===== src/design/pcx_rle_pkg.sv =====
// Shared types and constants for the PCX run-length line decoder.
// No dependencies; used by every module of the decoder.
`default_nettype none

package pcx_rle_pkg;

	localparam int unsigned CFG_IDX_W  = 2;
	localparam int unsigned CFG_DATA_W = 24;

	localparam logic [CFG_IDX_W-1:0] REG_PIXEL_MODE     = 2'd0;
	localparam logic [CFG_IDX_W-1:0] REG_BYTES_PER_LINE = 2'd1;
	localparam logic [CFG_IDX_W-1:0] REG_LINE_WIDTH     = 2'd2;
	localparam logic [CFG_IDX_W-1:0] REG_TOTAL_PIXELS   = 2'd3;

	localparam logic [7:0] MARKER_MASK = 8'hC0;
	localparam logic [7:0] RUN_MASK    = 8'h3F;

	localparam logic [1:0] PIX_ONE = 2'd1;
	localparam logic [1:0] PIX_TWO = 2'd2;

	localparam logic        PIXEL_MODE_RST     = 1'b0;
	localparam logic [15:0] BYTES_PER_LINE_RST = 16'd1;
	localparam logic [15:0] LINE_WIDTH_RST     = 16'd1;
	localparam logic [23:0] TOTAL_PIXELS_RST   = 24'd1;

	// Command queue between the byte classifier and the run expander.
	localparam int unsigned CMD_Q_DEPTH = 2;
	localparam int unsigned CMD_Q_PTR_W = $clog2(CMD_Q_DEPTH);
	localparam int unsigned CMD_Q_CNT_W = $clog2(CMD_Q_DEPTH + 1);

	typedef struct packed {
		logic        pixel_mode;
		logic [15:0] bytes_per_line;
		logic [15:0] line_width;
	} cfg_t;

	typedef struct packed {
		logic        load;
		logic [23:0] total;
	} restart_t;

	typedef struct packed {
		logic [7:0] value;
		logic [5:0] runs;
	} cmd_t;

	typedef struct packed {
		logic [3:0] first;
		logic [3:0] second;
		logic [1:0] count;
		logic       run_last;
		logic       done;
	} res_t;

endpackage

`default_nettype wire


===== src/design/pcx_rle_front.sv =====
// Byte classifier: splits the encoded stream into literal and run commands.
// Depends on pcx_rle_pkg for the command type and marker constants.
`default_nettype none

module pcx_rle_front (
	input  wire logic              clk,
	input  wire logic              arst_n,
	input  wire logic              restart,
	input  wire logic              in_valid,
	output logic                   in_ready,
	input  wire logic [7:0]        code_byte,
	input  wire logic              q_full,
	output logic                   push,
	output pcx_rle_pkg::cmd_t      push_cmd
);

	logic       await_q;
	logic [5:0] count_q;
	logic       fire;
	logic       marker;

	assign in_ready = !q_full;
	assign fire     = in_valid && in_ready;
	assign marker   = (code_byte & pcx_rle_pkg::MARKER_MASK) == pcx_rle_pkg::MARKER_MASK;

	// A run with a zero count is consumed here and never reaches the expander.
	always_comb begin
		push_cmd.value = code_byte;
		push_cmd.runs  = await_q ? count_q : 6'd1;
		push = fire && (await_q || !marker) && (push_cmd.runs != 6'd0);
	end

	always_ff @(posedge clk or negedge arst_n) begin
		if (!arst_n) begin
			await_q <= 1'b0;
			count_q <= 6'd0;
		end else if (restart) begin
			await_q <= 1'b0;
			count_q <= 6'd0;
		end else if (fire) begin
			if (await_q) begin
				await_q <= 1'b0;
				count_q <= 6'd0;
			end else if (marker) begin
				await_q <= 1'b1;
				count_q <= code_byte[5:0] & pcx_rle_pkg::RUN_MASK[5:0];
			end
		end
	end

endmodule

`default_nettype wire


===== src/design/pcx_rle_queue.sv =====
// Short command queue between the classifier and the run expander.
// Depends on pcx_rle_pkg for the command type and queue depth.
`default_nettype none

module pcx_rle_queue (
	input  wire logic              clk,
	input  wire logic              arst_n,
	input  wire logic              push,
	input  wire pcx_rle_pkg::cmd_t push_cmd,
	output logic                   full,
	input  wire logic              pop,
	output logic                   head_valid,
	output pcx_rle_pkg::cmd_t      head
);

	localparam int unsigned DEPTH = pcx_rle_pkg::CMD_Q_DEPTH;
	localparam int unsigned PTR_W = pcx_rle_pkg::CMD_Q_PTR_W;
	localparam int unsigned CNT_W = pcx_rle_pkg::CMD_Q_CNT_W;

	pcx_rle_pkg::cmd_t entry_q [DEPTH];
	logic [PTR_W-1:0]  wr_ptr_q;
	logic [PTR_W-1:0]  rd_ptr_q;
	logic [CNT_W-1:0]  cnt_q;
	logic              do_push;
	logic              do_pop;

	assign full       = cnt_q == CNT_W'(DEPTH);
	assign head_valid = cnt_q != '0;
	assign head       = entry_q[rd_ptr_q];
	assign do_push    = push && !full;
	assign do_pop     = pop && head_valid;

	always_ff @(posedge clk) begin
		if (do_push) begin
			entry_q[wr_ptr_q] <= push_cmd;
		end
	end

	always_ff @(posedge clk or negedge arst_n) begin
		if (!arst_n) begin
			wr_ptr_q <= '0;
			rd_ptr_q <= '0;
			cnt_q    <= '0;
		end else begin
			if (do_push) begin
				wr_ptr_q <= (wr_ptr_q == PTR_W'(DEPTH - 1)) ? '0 : wr_ptr_q + PTR_W'(1);
			end
			if (do_pop) begin
				rd_ptr_q <= (rd_ptr_q == PTR_W'(DEPTH - 1)) ? '0 : rd_ptr_q + PTR_W'(1);
			end
			if (do_push && !do_pop) begin
				cnt_q <= cnt_q + CNT_W'(1);
			end else if (do_pop && !do_push) begin
				cnt_q <= cnt_q - CNT_W'(1);
			end
		end
	end

endmodule

`default_nettype wire


===== src/design/pcx_rle_back.sv =====
// Run expander: walks queued commands one decoded byte per cycle unless stalled,
// tracks the line position and the pixel budget, and drives the output register.
// Depends on pcx_rle_pkg for the config, command and result types.
`default_nettype none

module pcx_rle_back (
	input  wire logic                  clk,
	input  wire logic                  arst_n,
	input  wire pcx_rle_pkg::cfg_t     cfg,
	input  wire pcx_rle_pkg::restart_t restart,
	input  wire logic                  head_valid,
	input  wire pcx_rle_pkg::cmd_t     head,
	output logic                       pop,
	output logic                       out_valid,
	input  wire logic                  out_ready,
	output pcx_rle_pkg::res_t          out_res
);

	logic [5:0]        iter_q;
	logic [15:0]       line_idx_q;
	logic [23:0]       pix_left_q;
	logic              finished_q;
	logic              hold_valid_q;
	pcx_rle_pkg::res_t hold_q;
	logic              out_valid_q;
	pcx_rle_pkg::res_t out_q;

	logic              keep;
	logic [15:0]       idx_inc;
	logic [15:0]       idx_next;
	logic [1:0]        cnt;
	logic [23:0]       pix_next;
	logic              img_end;
	logic [5:0]        iter_inc;
	logic              run_end;
	logic              out_free;
	logic              hold_avail;
	logic              step;
	logic              take;
	logic              move_hold;
	pcx_rle_pkg::res_t new_res;

	always_comb begin
		keep     = line_idx_q < cfg.line_width;
		idx_inc  = line_idx_q + 16'd1;
		idx_next = (idx_inc == 16'd0 || idx_inc >= cfg.bytes_per_line) ? 16'd0 : idx_inc;
		cnt      = (cfg.pixel_mode && pix_left_q[23:1] != 23'd0) ?
			pcx_rle_pkg::PIX_TWO : pcx_rle_pkg::PIX_ONE;
		pix_next = pix_left_q - {22'd0, cnt};
		img_end  = pix_next == 24'd0;
		iter_inc = iter_q + 6'd1;
		run_end  = (iter_inc == head.runs) || (keep && img_end);

		out_free   = !out_valid_q || out_ready;
		hold_avail = !hold_valid_q || out_free;
		step       = head_valid && !finished_q && (!keep || hold_avail);
		take       = step && keep;
		// The held result leaves once its run is over or a newer kept result replaces it.
		move_hold  = hold_valid_q && out_free && (hold_q.run_last || take);
		pop        = (step && run_end) || (head_valid && finished_q);

		new_res.first    = cfg.pixel_mode ? head.value[7:4] : head.value[3:0];
		new_res.second   = (cnt == pcx_rle_pkg::PIX_TWO) ? head.value[3:0] : 4'd0;
		new_res.count    = cnt;
		new_res.run_last = run_end;
		new_res.done     = img_end;
	end

	always_ff @(posedge clk or negedge arst_n) begin
		if (!arst_n) begin
			iter_q     <= 6'd0;
			line_idx_q <= 16'd0;
			pix_left_q <= pcx_rle_pkg::TOTAL_PIXELS_RST;
			finished_q <= 1'b0;
		end else if (restart.load) begin
			iter_q     <= 6'd0;
			line_idx_q <= 16'd0;
			pix_left_q <= restart.total;
			finished_q <= restart.total == 24'd0;
		end else if (step) begin
			line_idx_q <= idx_next;
			iter_q     <= run_end ? 6'd0 : iter_inc;
			if (keep) begin
				pix_left_q <= pix_next;
				finished_q <= img_end;
			end
		end else if (pop) begin
			iter_q <= 6'd0;
		end
	end

	always_ff @(posedge clk or negedge arst_n) begin
		if (!arst_n) begin
			hold_valid_q <= 1'b0;
			out_valid_q  <= 1'b0;
		end else begin
			if (take) begin
				hold_valid_q <= 1'b1;
			end else if (move_hold) begin
				hold_valid_q <= 1'b0;
			end
			if (move_hold) begin
				out_valid_q <= 1'b1;
			end else if (out_ready) begin
				out_valid_q <= 1'b0;
			end
		end
	end

	// A run that ends on dropped padding bytes still closes its last kept result.
	always_ff @(posedge clk) begin
		if (take) begin
			hold_q <= new_res;
		end else if (step && run_end && hold_valid_q && !move_hold) begin
			hold_q.run_last <= 1'b1;
		end
		if (move_hold) begin
			out_q <= hold_q;
		end
	end

	assign out_valid = out_valid_q;
	assign out_res   = out_q;

endmodule

`default_nettype wire


===== src/design/pcx_rle_line_decoder_top.sv =====
// Top level of the PCX run-length line decoder: configuration registers,
// byte classifier, command queue and run expander. Depends on pcx_rle_pkg.
`default_nettype none

// The decoder takes one encoded byte per transfer and returns decoded pixels,
// one result per kept decoded byte. A literal byte sustains one byte per
// cycle while the output is not stalled, passing through the command queue,
// the hold register and the output register. A repeat marker yields nothing;
// its value byte occupies the run expander for one decoded byte per repeat
// (up to 63), including bytes that fall into line padding. The expander
// handles one decoded byte per cycle unless the output backs up; it sets the
// rate, and a two-entry command queue lets input keep flowing while it works.
// Configuration must be written only while the decoder is idle. Writing
// total_pixels starts a new image; the other registers take effect at once.
module pcx_rle_line_decoder_top (
	input  wire logic                                clk,
	input  wire logic                                arst_n,
	input  wire logic                                cfg_we,
	input  wire logic [pcx_rle_pkg::CFG_IDX_W-1:0]  cfg_index,
	input  wire logic [pcx_rle_pkg::CFG_DATA_W-1:0] cfg_data,
	input  wire logic                                in_valid,
	output logic                                     in_ready,
	input  wire logic [7:0]                          code_byte,
	output logic                                     out_valid,
	input  wire logic                                out_ready,
	output logic [3:0]                               pixel_first,
	output logic [3:0]                               pixel_second,
	output logic [1:0]                               pixel_count,
	output logic                                     run_last,
	output logic                                     image_done
);

	pcx_rle_pkg::cfg_t     cfg_q;
	pcx_rle_pkg::restart_t restart;
	pcx_rle_pkg::cmd_t     push_cmd;
	pcx_rle_pkg::cmd_t     head;
	pcx_rle_pkg::res_t     out_res;
	logic                  push;
	logic                  q_full;
	logic                  pop;
	logic                  head_valid;

	always_ff @(posedge clk or negedge arst_n) begin
		if (!arst_n) begin
			cfg_q.pixel_mode     <= pcx_rle_pkg::PIXEL_MODE_RST;
			cfg_q.bytes_per_line <= pcx_rle_pkg::BYTES_PER_LINE_RST;
			cfg_q.line_width     <= pcx_rle_pkg::LINE_WIDTH_RST;
		end else if (cfg_we) begin
			case (cfg_index)
				pcx_rle_pkg::REG_PIXEL_MODE:     cfg_q.pixel_mode     <= cfg_data[0];
				pcx_rle_pkg::REG_BYTES_PER_LINE: cfg_q.bytes_per_line <= cfg_data[15:0];
				pcx_rle_pkg::REG_LINE_WIDTH:     cfg_q.line_width     <= cfg_data[15:0];
				default: ;
			endcase
		end
	end

	// The pixel total is consumed at the write itself by loading the budget.
	assign restart.load  = cfg_we && (cfg_index == pcx_rle_pkg::REG_TOTAL_PIXELS);
	assign restart.total = cfg_data[23:0];

	pcx_rle_front u_front (
		.clk      (clk),
		.arst_n   (arst_n),
		.restart  (restart.load),
		.in_valid (in_valid),
		.in_ready (in_ready),
		.code_byte(code_byte),
		.q_full   (q_full),
		.push     (push),
		.push_cmd (push_cmd)
	);

	pcx_rle_queue u_queue (
		.clk       (clk),
		.arst_n    (arst_n),
		.push      (push),
		.push_cmd  (push_cmd),
		.full      (q_full),
		.pop       (pop),
		.head_valid(head_valid),
		.head      (head)
	);

	pcx_rle_back u_back (
		.clk       (clk),
		.arst_n    (arst_n),
		.cfg       (cfg_q),
		.restart   (restart),
		.head_valid(head_valid),
		.head      (head),
		.pop       (pop),
		.out_valid (out_valid),
		.out_ready (out_ready),
		.out_res   (out_res)
	);

	assign pixel_first  = out_res.first;
	assign pixel_second = out_res.second;
	assign pixel_count  = out_res.count;
	assign run_last     = out_res.run_last;
	assign image_done   = out_res.done;

`ifndef SYNTHESIS
	// The result that exhausts the image always closes its run.
	a_done_closes_run: assert property (@(posedge clk) disable iff (!arst_n)
		(out_valid && image_done) |-> run_last)
		else $error("image_done without run_last");

	a_count_legal: assert property (@(posedge clk) disable iff (!arst_n)
		out_valid |-> (pixel_count == pcx_rle_pkg::PIX_ONE ||
			pixel_count == pcx_rle_pkg::PIX_TWO))
		else $error("pixel_count out of range");

	a_second_blank: assert property (@(posedge clk) disable iff (!arst_n)
		(out_valid && pixel_count == pcx_rle_pkg::PIX_ONE) |-> (pixel_second == 4'd0))
		else $error("pixel_second set on a single-pixel result");

	a_mode0_single: assert property (@(posedge clk) disable iff (!arst_n)
		(out_valid && !cfg_q.pixel_mode) |-> (pixel_count == pcx_rle_pkg::PIX_ONE))
		else $error("two pixels in one-pixel mode");
`endif

endmodule

`default_nettype wire


===== config.mk =====
export PLATFORM = sky130hd
export DESIGN_NAME = pcx_rle_line_decoder_top
export DESIGN_NICKNAME = d
export VERILOG_FILES = /design/src/design/pcx_rle_pkg.sv /design/src/design/pcx_rle_front.sv /design/src/design/pcx_rle_queue.sv /design/src/design/pcx_rle_back.sv /design/src/design/pcx_rle_line_decoder_top.sv
export SDC_FILE = /design/constraint.sdc
export NUM_CORES = 1
export LEC_CHECK = 0
export ABC_CLOCK_PERIOD_IN_PS = 5600
export BUFFER_PORTS_ARGS = -buffer_cell sky130_fd_sc_hd__clkbuf_2
export CORE_MARGIN = 1
export CORE_UTILIZATION = 49
export CTS_CLUSTER_SIZE = 28
export DETAILED_ROUTE_END_ITERATION = 16
export HOLD_SLACK_MARGIN = 0.06
export PLACE_DENSITY = 0.69
export REMOVE_ABC_BUFFERS = 1
export SLEW_MARGIN = 10
export SYNTH_ARGS = -nofsm -noshare
export SYNTH_HDL_FRONTEND = slang
export SYNTH_SLANG_ARGS = --single-unit

===== constraint.sdc =====
create_clock -name clk -period 5.6 [get_ports clk]
set_input_delay 0.28 -clock clk [delete_from_list [all_inputs] [get_ports clk]]
set_output_delay 0.28 -clock clk [all_outputs]
set_load 0.01 [all_outputs]

==> results.md <==
* Final setup vio count at 0
* Cell Pwr Density at 457 nW/µm²
* Post-synthesis register bit count at 145
* Clock tree buffer depth at 2
* CTS buffer count at 17
* Starting DRT DRC Count at 396
* Input/output buffers at 52
* Routed Antenna Nets at 0
* Ys async rst share at 0.641
* CTS tree: built
* Die footprint at 16,300 µm²
* Status: finished clean
* Clk sink count at 145
* Register area share after synthesis at 0.502
* Netlist cell types at 70
* Drt drc at 0
* Clock Skew at 0.0179 ns
* Worst IR drop on VDD at 0.309 mV
* Core outline area at 15,300 µm²
* Pre-CTS setup slack at 0.147 ns
* Chip width at 128 µm
* DPL Wire Length at 12.6 mm
* Fill count at 1,306
* Number of flops mapped to enable cells by yosys at 52
* Top-area cell type share of the netlist area at 0.291
* Leading post-synthesis cells by cell area: dfrtp_1 29%, edfxtp_1 20%, ha_1 5.8%
* Slew @ Worst Pin at 0.979 ns
* PnR worst setup slack at 0.288 ns
* Max_cap viols at 0
* Worst-path clk slew at 0.07 ns
* Root Driver: clkbuf_16
* Final WL at 17.4 mm
* Final Cycle Share at 0.948
* # nets final at 860
* Area grow syn2layout at 15.1%
* Critical Path AT at 5.67 ns
* Final hold viol count at 0
* CP endpoint kind: flop
* Hold slack final at 0.0769 ns
* Cells after Synth at 721
* Hold Crit Class: in2reg
* DR vias/cell at 5.67
* IO Count at 53
* Worst Path Required at 5.96 ns
* Diode count at 0
* Leakage at 3.89 nW
* All-layer global routing usage at 0.229
* Via count at 5,718
* Synth Flop Type: dfrtp_1
* RePlAce Congestion at 0.892
* First-pass DRT Iterations at 5
* Setup TNS at 0 ns
* # rows at 45
* Synthesized cell area at 7750 µm²
* Mapped Avg Cell Area at 10.8 µm²
* Max_slew headroom at 0.346
* Die H at 128 µm
* Vias in the first global route at 5,653
* Crit Path Category: reg2reg
* Yosys warns at 0
* Cell taking the most area after synthesis: dfrtp_1
* Initial antenna violation count at 0
* Crit Path Max Fanout at 8
* Grt total ovfl at 0
* Maximum clock rate at 188 MHz
* Tmin final at 5.31 ns
* Element type at the critical path start: flop
* Max-slew violations at 0
* First-pass GRT wire length at 28.6 mm
* Starting Density at 0.506
* H-Tree Depth at 4
* Routed length per instance at 17.3 µm
* Layout cells sized above 1 at 0.197
* Largest net degree at the start of global routing at 74
* Latest clock arrival within the worst-skew pair at 0.44 ns
* Unrepaired setup endpoints after global routing: false
## per-layer routing
metal / part of all wire / track usage / routed length [µm]
met5: 0 / 0 / 0
met3: 0.046 / 0.0472 / 802
met4: 0.018 / 0.0817 / 308
met2: 0.48 / 0.373 / 8420
met1: 0.45 / 0.304 / 7880
## metrics by stage
step / utilization / power [W] / area (µm²) / instances
floorplan: - / 0.00249 / 7610 / 695
global placement: 0.536 / 0.00286 / 8210 / 968
detailed placement: 0.536 / 0.00290 / 8210 / 968
CTS: 0.582 / 0.00409 / 8910 / 1008
global route: 0.582 / 0.00431 / 8920 / 1008
finish: 0.582 / 0.00408 / 8920 / 1008
## worst paths after layout
kind / startpoint / to / slack (ns) / depth (start not counted)
max: u_back.pix_left_q[3]$_DFFE_PN0P_ / u_queue.cnt_q[1]$_DFFE_PN0P_ / 0.29 / 17
min: cfg_data[22] / u_back.pix_left_q[22]$_DFFE_PN0P_ / 0.08 / 3
max reg2reg: u_back.pix_left_q[3]$_DFFE_PN0P_ / u_queue.cnt_q[1]$_DFFE_PN0P_ / 0.29 / 17
min reg2reg: u_back.hold_q[0]$_DFFE_PP_ / u_back.out_res[0]$_DFFE_PP_ / 0.42 / 0
max in group asynchronous: arst_n / u_back.pix_left_q[7]$_DFFE_PN0P_ / 4.07 / 3
min in group asynchronous: arst_n / u_front.count_q[1]$_DFFE_PN0P_ / 0.28 / 2
## critical path, stage by stage, from the launching register on
cell,delay [ns]
dfrtp_1,0.40
or4_4,0.59
or4_4,0.55
or4_1,0.41
o21ai_1,0.19
ha_1,0.23
fa_1,0.28
or4b_2,0.60
a221o_2,0.37
a211oi_1,0.23
o2111ai_1,0.19
nor4_4,0.26
nor2_2,0.08
o21a_4,0.23
ha_1,0.21
xor2_1,0.14
nor2_1,0.12
xor2_1,0.15
## where the power goes
| group | switching, W | leakage [nW] | internal (W) |
|---|---|---|---|
| combinational | 0.000699 | 1.94 | 0.000520 |
| clock | 0.000519 | 0.296 | 0.000642 |
| sequential | 0.000245 | 1.66 | 0.00145 |
## final cells by class
type                    instances  area, µm²  area share
flip-flops and latches        145       3890       0.436
repair buffers                 70        418      0.0469
inverters                      47        176      0.0198
clock buffers                  17        425      0.0477
multi-input cells             503       3550       0.399
clock inverters                15        189      0.0212
well taps                     211        264      0.0296
## synth_stat cells, drive strengths merged (5+ instances only)
cell,count
dfrtp,90
nand2,77
edfxtp,52
o21ai,49
inv,47
nor2,38
ha,36
mux2,33
xnor2,30
nand3,22
nor4,21
clkbuf,19
mux2i,19
a21oi,17
xor2,16
nor3,14
nand2b,13
nand4,13
and2,9
or3,9
or4,9
buf,7
a22o,6
nor2b,6
a21o,5
o211ai,5
o21a,5
## cell usage in the layout (no fill, tap or decap), drive strengths merged, types with 4 or more instances in the layout
cell / netlist / layout
dfrtp: 90 / 90
nand2: 77 / 77
clkbuf: 19 / 68
inv: 47 / 55
edfxtp: 52 / 52
o21ai: 49 / 49
nor2: 38 / 38
ha: 36 / 36
mux2: 33 / 33
xnor2: 30 / 30
nand3: 22 / 22
nor4: 21 / 21
mux2i: 19 / 19
a21oi: 17 / 17
xor2: 16 / 16
nor3: 14 / 14
nand4: 13 / 13
nand2b: 13 / 13
buf: 7 / 11
and2: 9 / 9
or3: 9 / 9
or4: 9 / 9
dlygate4sd3: 0 / 8
a22o: 6 / 6
nor2b: 6 / 6
o211ai: 5 / 5
a21o: 5 / 5
o21a: 5 / 5
clkinv: 0 / 5
a211oi: 4 / 4
or2: 4 / 4
nand3b: 4 / 4
a31oi: 4 / 4
nand4b: 4 / 4
## repair_timing
item | CTS | global route
setup endpoints to repair | 0 | 1
resized for setup | 0 | 1
hold endpoints to repair | 33 | 0
buffers inserted | 0 | 0
hold buffers | 8 | 0
## sequential cells by signal (all words and copies together), names as in the netlist, 2 cells and up
name and flops:
u_back.pix_left_q 24, u_queue.entry_q 28, u_queue.cnt_q 2, u_front.count_q 6, u_back.line_idx_q 16, u_back.iter_q 6, cfg_q 33, u_back.hold_q 12
u_back.out_res 12
## kinds of logic after synthesis
group | after synthesis | synth area share
flops | 145 | 0.502
fa+ha+maj | 37 | 0.0607
mux | 52 | 0.0725
buf+inv | 73 | 0.0408
compound gates | 114 | 0.0972
xor+xnor | 46 | 0.0529
simple gates | 254 | 0.174
No activity file was read; power rests on OpenSTA's default activity.
